### config.mk
export PLATFORM = sky130hd
export DESIGN_NAME = scalar_to_rgb_colormap_core_flat
export DESIGN_NICKNAME = d
export VERILOG_FILES = /design/src/design/stc_pkg.sv /design/src/design/stc_in_if.sv /design/src/design/stc_out_if.sv /design/src/design/stc_chan.sv /design/src/design/scalar_to_rgb_colormap_core.sv /design/src/flat_wrapper.sv
export SDC_FILE = /design/constraint.sdc
export NUM_CORES = 2
export LEC_CHECK = 0
export CORE_UTILIZATION = 48
export CTS_BUF_LIST = sky130_fd_sc_hd__clkbuf_2
export DETAILED_ROUTE_END_ITERATION = 16
export DONT_BUFFER_PORTS = 1
export GPL_TIMING_DRIVEN = 0
export PLACE_DENSITY = 0.73
export SLEW_MARGIN = 15
export SYNTH_ARGS = -nofsm -noshare
export SYNTH_HDL_FRONTEND = slang
export SYNTH_SLANG_ARGS = --single-unit
export TNS_END_PERCENT = 10
### constraint.sdc
create_clock -name clk -period 16 [get_ports clk]
set_input_delay 0.8 -clock clk [delete_from_list [all_inputs] [get_ports clk]]
set_output_delay 0.8 -clock clk [all_outputs]
set_load 0.005 [all_outputs]
### src/design/stc_pkg.sv
`timescale 1ns / 1ps
// ----------------------------------------------------------------------------
// stc_pkg
// Shared constants and types for the scalar-to-RGB colormap pipeline.
// ----------------------------------------------------------------------------
package stc_pkg;

    localparam int FRAC_BITS_DEF = 16;
    localparam int V_WIDTH       = 18;
    localparam int STOP_BITS     = 16;
    localparam int PIX_WIDTH     = 8;
    localparam int NUM_CHAN      = 3;

    // Channel order: red, green, blue (index 0..2), Q0.16
    localparam logic [NUM_CHAN-1:0][STOP_BITS-1:0] STOP_DARK =
        {16'd7864, 16'd2621, 16'd1311};
    localparam logic [NUM_CHAN-1:0][STOP_BITS-1:0] STOP_MID =
        {16'd42598, 16'd36045, 16'd3277};
    localparam logic [NUM_CHAN-1:0][STOP_BITS-1:0] STOP_BRIGHT =
        {16'd13107, 16'd60293, 16'd64225};

    // Stage loads handed to the per-channel blend
    typedef struct packed {
        logic ld_mul;
        logic ld_out;
    } stc_ctl_t;

endpackage

### src/design/stc_in_if.sv
`timescale 1ns / 1ps
// ----------------------------------------------------------------------------
// stc_in_if
// Sample request channel: one signed concentration sample per request.
// ----------------------------------------------------------------------------
interface stc_in_if;
    logic                     valid;
    logic                     ready;
    logic signed [17:0]       v_level;

    modport source (output valid, output v_level, input ready);
    modport sink   (input valid, input v_level, output ready);
endinterface

### src/design/stc_out_if.sv
`timescale 1ns / 1ps
// ----------------------------------------------------------------------------
// stc_out_if
// Pixel request channel: one RGB pixel per request.
// ----------------------------------------------------------------------------
interface stc_out_if;
    logic       valid;
    logic       ready;
    logic [7:0] red;
    logic [7:0] green;
    logic [7:0] blue;

    modport source (output valid, output red, output green, output blue, input ready);
    modport sink   (input valid, input red, input green, input blue, output ready);
endinterface

### src/design/stc_chan.sv
`timescale 1ns / 1ps
// ----------------------------------------------------------------------------
// stc_chan
// One color channel: linear blend of two stops by weight s, then scale to
// a byte. Two register stages (products, then byte).
// ----------------------------------------------------------------------------
module stc_chan #(
    parameter int FRAC_BITS = stc_pkg::FRAC_BITS_DEF,
    parameter int CHAN      = 0
) (
    input  logic                         clk,
    input  stc_pkg::stc_ctl_t            ctl,
    input  logic                         upper,
    input  logic [FRAC_BITS:0]           s,
    output logic [stc_pkg::PIX_WIDTH-1:0] pix
);
    import stc_pkg::*;

    localparam int TW = FRAC_BITS + 1;
    localparam int PW = STOP_BITS + TW;
    localparam logic [TW-1:0] ONE_T = {1'b1, {FRAC_BITS{1'b0}}};

    logic [STOP_BITS-1:0]     stop_a;
    logic [STOP_BITS-1:0]     stop_b;
    logic [TW-1:0]            s_inv;
    logic [PW-1:0]            pa_next, pb_next;
    logic [PW-1:0]            pa_reg, pb_reg;
    logic [PW:0]              sum;
    logic [STOP_BITS-1:0]     c16;
    logic [STOP_BITS+PIX_WIDTH-1:0] scaled;
    logic [PIX_WIDTH-1:0]     pix_next;
    logic [PIX_WIDTH-1:0]     pix_reg;

    always_comb
    begin
        stop_a  = upper ? STOP_MID[CHAN]    : STOP_DARK[CHAN];
        stop_b  = upper ? STOP_BRIGHT[CHAN] : STOP_MID[CHAN];
        s_inv   = ONE_T - s;
        pa_next = PW'(stop_a) * PW'(s_inv);
        pb_next = PW'(stop_b) * PW'(s);
    end

    // c*255 as c*256 - c; the top byte never exceeds 254
    always_comb
    begin
        sum      = {1'b0, pa_reg} + {1'b0, pb_reg};
        c16      = sum[FRAC_BITS+STOP_BITS-1:FRAC_BITS];
        scaled   = {c16, {PIX_WIDTH{1'b0}}} - {{PIX_WIDTH{1'b0}}, c16};
        pix_next = scaled[STOP_BITS+PIX_WIDTH-1:STOP_BITS];
    end

    always_ff @(posedge clk)
    begin
        if (ctl.ld_mul)
        begin
            pa_reg <= pa_next;
            pb_reg <= pb_next;
        end
        if (ctl.ld_out)
        begin
            pix_reg <= pix_next;
        end
    end

    assign pix = pix_reg;

endmodule

### src/design/scalar_to_rgb_colormap_core.sv
`timescale 1ns / 1ps
// ----------------------------------------------------------------------------
// scalar_to_rgb_colormap_core
// Three-stop smoothstep colormap: signed fixed-point sample to RGB pixel.
// ----------------------------------------------------------------------------
//  channel | dir | payload                 | handshake
//  --------+-----+-------------------------+-------------
//  sample  | in  | v_level (s18, Q.FRAC)   | valid/ready
//  pixel   | out | red, green, blue (u8)   | valid/ready
//
//  Five register stages: clamp/fold, square, smoothstep weight, channel
//  products, byte scale. One request per clock while pixel does not stall.
//  Reset clears the stage valid bits only; the pipeline is then empty.
//  A stall on pixel holds the last full stage; bubbles ahead of it still
//  collapse, so sample keeps being taken until every stage is full.
// ----------------------------------------------------------------------------
module scalar_to_rgb_colormap_core #(
    parameter int FRAC_BITS = stc_pkg::FRAC_BITS_DEF
) (
    input  logic       clk,
    input  logic       rst_n,
    stc_in_if.sink     sample,
    stc_out_if.source  pixel
);
    import stc_pkg::*;

    localparam int NUM_STAGES = 5;
    localparam int TW = FRAC_BITS + 1;
    localparam int DW = (FRAC_BITS + 2 > V_WIDTH + 1) ? FRAC_BITS + 2 : V_WIDTH + 1;
    localparam logic [TW-1:0]        ONE_T     = {1'b1, {FRAC_BITS{1'b0}}};
    localparam logic signed [DW-1:0] ONE_D     = {{(DW-1){1'b0}}, 1'b1} << FRAC_BITS;
    localparam logic [TW:0]          THREE_ONE = {2'b11, {FRAC_BITS{1'b0}}};

    logic [NUM_STAGES-1:0] vld_reg;
    logic [NUM_STAGES-1:0] rdy;
    stc_ctl_t              ctl;

    // stage 1: t = clamp(2v), fold into u
    logic signed [DW-1:0] d_ext;
    logic [TW-1:0]        t;
    logic                 half;
    logic [TW:0]          t2;
    logic [TW:0]          u_wide;
    logic [TW-1:0]        u_reg;
    logic                 upper1_reg;

    // stage 2: q = u*u >> F, w = 3 - 2u
    logic [2*TW-1:0]      sq;
    logic [TW-1:0]        q_reg;
    logic [TW:0]          w_reg;
    logic                 upper2_reg;

    // stage 3: s = q*w >> F
    logic [2*TW:0]        prod;
    logic [TW+1:0]        s_raw;
    logic [TW-1:0]        s_next;
    logic [TW-1:0]        s_reg;
    logic                 upper3_reg;

    logic [PIX_WIDTH-1:0] pix [NUM_CHAN];

    // ready chain: a stage loads when empty or when the next one moves
    always_comb
    begin
        rdy[NUM_STAGES-1] = !vld_reg[NUM_STAGES-1] || pixel.ready;
        for (int k = NUM_STAGES - 2; k >= 0; k--)
        begin
            rdy[k] = !vld_reg[k] || rdy[k+1];
        end
    end

    assign sample.ready = rdy[0];
    assign ctl.ld_mul   = rdy[3];
    assign ctl.ld_out   = rdy[4];

    always_ff @(posedge clk or negedge rst_n)
    begin
        if (!rst_n)
        begin
            vld_reg <= '0;
        end
        else
        begin
            if (rdy[0])
            begin
                vld_reg[0] <= sample.valid;
            end
            for (int k = 1; k < NUM_STAGES; k++)
            begin
                if (rdy[k])
                begin
                    vld_reg[k] <= vld_reg[k-1];
                end
            end
        end
    end

    always_comb
    begin
        d_ext = DW'(signed'({sample.v_level, 1'b0}));
        if (d_ext < 0)
        begin
            t = '0;
        end
        else if (d_ext > ONE_D)
        begin
            t = ONE_T;
        end
        else
        begin
            t = d_ext[TW-1:0];
        end
        half   = t[FRAC_BITS] | t[FRAC_BITS-1];
        t2     = {t, 1'b0};
        u_wide = half ? t2 - {1'b0, ONE_T} : t2;
    end

    always_comb
    begin
        sq    = (2*TW)'(u_reg) * (2*TW)'(u_reg);
        prod  = (2*TW+1)'(q_reg) * (2*TW+1)'(w_reg);
        s_raw = prod[2*TW:FRAC_BITS];
        s_next = (s_raw > {2'b00, ONE_T}) ? ONE_T : s_raw[TW-1:0];
    end

    always_ff @(posedge clk)
    begin
        if (rdy[0])
        begin
            u_reg      <= u_wide[TW-1:0];
            upper1_reg <= half;
        end
        if (rdy[1])
        begin
            q_reg      <= sq[FRAC_BITS+TW-1:FRAC_BITS];
            w_reg      <= THREE_ONE - {u_reg, 1'b0};
            upper2_reg <= upper1_reg;
        end
        if (rdy[2])
        begin
            s_reg      <= s_next;
            upper3_reg <= upper2_reg;
        end
    end

    // stages 4 and 5, one blend per channel
    for (genvar ch = 0; ch < NUM_CHAN; ch++)
    begin : g_chan
        stc_chan #(
            .FRAC_BITS (FRAC_BITS),
            .CHAN      (ch)
        ) u_chan (
            .clk   (clk),
            .ctl   (ctl),
            .upper (upper3_reg),
            .s     (s_reg),
            .pix   (pix[ch])
        );
    end

    assign pixel.valid = vld_reg[NUM_STAGES-1];
    assign pixel.red   = pix[0];
    assign pixel.green = pix[1];
    assign pixel.blue  = pix[2];

endmodule
### src/flat_wrapper.sv
// flat-port wrapper written by rule: the top's interface ports become plain ports
module scalar_to_rgb_colormap_core_flat import stc_pkg::*;
#(
    parameter int FRAC_BITS = stc_pkg::FRAC_BITS_DEF
)
  (clk, rst_n, sample_valid, sample_v_level, sample_ready, pixel_valid, pixel_red, pixel_green, pixel_blue, pixel_ready);
  stc_in_if sample_i ();
  stc_out_if pixel_i ();
  input  logic clk;
  input  logic rst_n;
  input wire logic [$bits(sample_i.valid)-1:0] sample_valid;
  input wire logic [$bits(sample_i.v_level)-1:0] sample_v_level;
  output wire logic [$bits(sample_i.ready)-1:0] sample_ready;
  output wire logic [$bits(pixel_i.valid)-1:0] pixel_valid;
  output wire logic [$bits(pixel_i.red)-1:0] pixel_red;
  output wire logic [$bits(pixel_i.green)-1:0] pixel_green;
  output wire logic [$bits(pixel_i.blue)-1:0] pixel_blue;
  input wire logic [$bits(pixel_i.ready)-1:0] pixel_ready;
  assign sample_i.valid = sample_valid;
  assign sample_i.v_level = sample_v_level;
  assign sample_ready = sample_i.ready;
  assign pixel_valid = pixel_i.valid;
  assign pixel_red = pixel_i.red;
  assign pixel_green = pixel_i.green;
  assign pixel_blue = pixel_i.blue;
  assign pixel_i.ready = pixel_ready;
  scalar_to_rgb_colormap_core #(.FRAC_BITS(FRAC_BITS)) u_core (.clk(clk), .rst_n(rst_n), .sample(sample_i), .pixel(pixel_i));
endmodule
==> flow_summary.toml <==
[run_status]
status = "finished, final reports clean"

[final_layout]
largest_reg_flops = 92
postLayoutCellArea_um2 = 67000
drive_above_1_share_pct = 3.78
syn2layout_area_growth_pct = 6.73
n_fill_cell = 11500
final_common_cell = "inv_1"
mostFrequentLayoutCells = "inv_1, fa_1, ha_1, nand2_1, edfxtp_1"
utilization_pct = 51.7
fin_nets = 8591

[route]
via_per_inst = 5.31
routed-via-count = 43400
drt_iter0_drc = 2603
drtAntennaViolNets = 0
drc = 0
routedWlPerCell_um = 19.6
dr.pass1.iters = 6
routed_wl_mm = 160

[clocking]
cts_made_buffers = 79
cts-root-buf = "clkbuf_2"
clockBufferDepth = 3
cts.reportedPaths.clkPinSlew_ns = 0.10
numClockSinks = 279
cts_setup_buffers = 0
cts_max_level = 3
clk_latency_ns = 1.33
tritoncts = "done"
cts_resized = 0

[flow_run]
cap_violations = 0

[timing]
setup_tns_ns = 0
max_freq_ghz = 0.0907
rsz0062_at_grt = "no"
max_slew_margin_pct = 11.0
period_needed_ns = 11.03
finalCritPeriodShare_pct = 68.9
fin_hold_ws_ns = 0.320
setup_viol = 0
drv_slew = 0
tightest_slew_ns = 1.34
hold_violations = 0
clock_skew_ns = 0.215

[setup_path]
path_class = "flop to flop"
crit_family = "adder cells"
required_ns = 17.06
critical_path_peak_fanout = 11
critPathArrivalTime_ns = 12.08
r2r_slack_ns = 4.97
critical_path_buf_inv_count = 5
slowest_delay_ns = 1.01
startpoint_type = "flop"
slowest_stage = "xnor2_1"
crit_path_end_kind = "flop"

[die]
coreArea_um2 = 130000
start_util_pct = 48.4
rows = 132
dieHeight_um = 364
io_pins = 48
die-area_um2 = 132000
die_w_um = 364

[placed_design]
placed_area_um2 = 65700
dpl.hpwl_mm = 136
io_buffers = 0
gp_congestion = 0.970

[global_route]
antenna_found_initial = 6
grt_pass1_wl_mm = 252
grt_overflow_total = 0
grt_use_total_pct = 25.0
grt_pass1_vias = 45800
grt_max_degree = 64

[synth]
syn-cell-area_um2 = 62800
ys_seq_area_share_pct = 13.3
ys_async_sr_fraction_pct = 1.79
ys_types = 94
ys_warn_count = 0
postSynthAreaPerCell_um2 = 10.2
netlist_instances = 6179
ys_seq_elements = 279
synth_edf_count = 274
synth_ff_type = "edfxtp_1"

[min_path]
hold_class = "input pin to async pin"
-- cells in the mapped netlist (6+ instances only) --
cell	instances	area, um2
inv_1	1648	6190
fa_1	1125	22500
ha_1	1078	13500
nand2_1	355	1330
edfxtp_1	274	8230
xnor2_1	190	1660
nor2_1	185	694
and2_1	184	1150
a21oi_1	181	906
o21ai_0	103	515
a21o_1	90	676
xor2_1	87	762
clkbuf_1	84	315
nor3_1	63	315
nand2b_1	53	332
nor2b_1	48	300
nand3_1	44	220
o21a_1	36	270
a211oi_1	30	225
and3_1	25	156
nand4_1	23	144
o21bai_1	21	158
or2_2	21	131
or3_1	18	113
a31oi_1	17	106
o211ai_1	11	82.6
nor4_1	10	62.6
a211o_1	8	70.1
a21boi_0	8	60.1
a41oi_1	7	61.3
a31o_2	6	52.6
and4_1	6	52.6
-- cell type report --
class	instances	area [um2]	share of cell area [%]
Antenna cell	6	15.0	0.0224
Inverter	1649	6190	9.24
Buffer	87	337	0.503
Clock inverter	38	337	0.503
Tap cell	1742	2180	3.25
Sequential cell	279	8350	12.5
Timing Repair Buffer	75	923	1.38
Multi-Input combinational cell	4195	48100	71.9
Clock buffer	100	500	0.747
-- stage by stage --
stage	worst slack, ns	std cells
floorplan	7.64	6210
global placement	4.68	7952
detailed placement	5.06	7987
CTS	5.06	8162
global route	4.73	8170
finish	4.97	8171
-- kinds of logic (layout without fill, tap and decap cells) --
logic type / Yosys count / count (layout) / synth area share [%]
flip-flops: 279 / 279 / 13.3
AO/OA/AOI/OAI: 607 / 607 / 6.47
XOR/XNOR: 277 / 277 / 3.87
multiplexers: 5 / 5 / 0.0817
adder cells (fa/ha/maj): 2203 / 2203 / 57.4
other: 2 / 39 / 0.0120
AND/OR/NAND/NOR: 1070 / 1070 / 8.48
buffers and inverters: 1736 / 1949 / 10.4
-- final timing paths --
kind | endpoint | start | cells past startpoint
worst max-delay path | u_core.g_chan[2].u_chan.pa_reg[31] | u_core.s_reg[1] | 31
worst min-delay path | u_core.vld_reg[2] | rst_n | 2
worst max register to register | u_core.g_chan[2].u_chan.pa_reg[31] | u_core.s_reg[1] | 31
worst min register to register | u_core.upper3_reg | u_core.upper2_reg | 0
max in group asynchronous | u_core.vld_reg[0] | rst_n | 2
min in group clk | u_core.u_reg[16] | sample_v_level[15] | 3
-- repair_timing --
item	4_1_cts	5_1_grt
hold endpoints to repair	24	0
hold buffers	37	0
endpoints found under the setup margin	0	0
-- layer usage --
layer	vias up	global-route usage, %	share of wire, %
met3	357	4.82	7.3
met5	-	0	0.013
met2	1420	42.5	48
li1	19800	-	-
met1	21800	31.7	41
met4	2	9.18	4.0
Power is left out: the tool's default activity adds up to more than one toggle a clock period on the data nets, which glitch-free logic cannot reach.
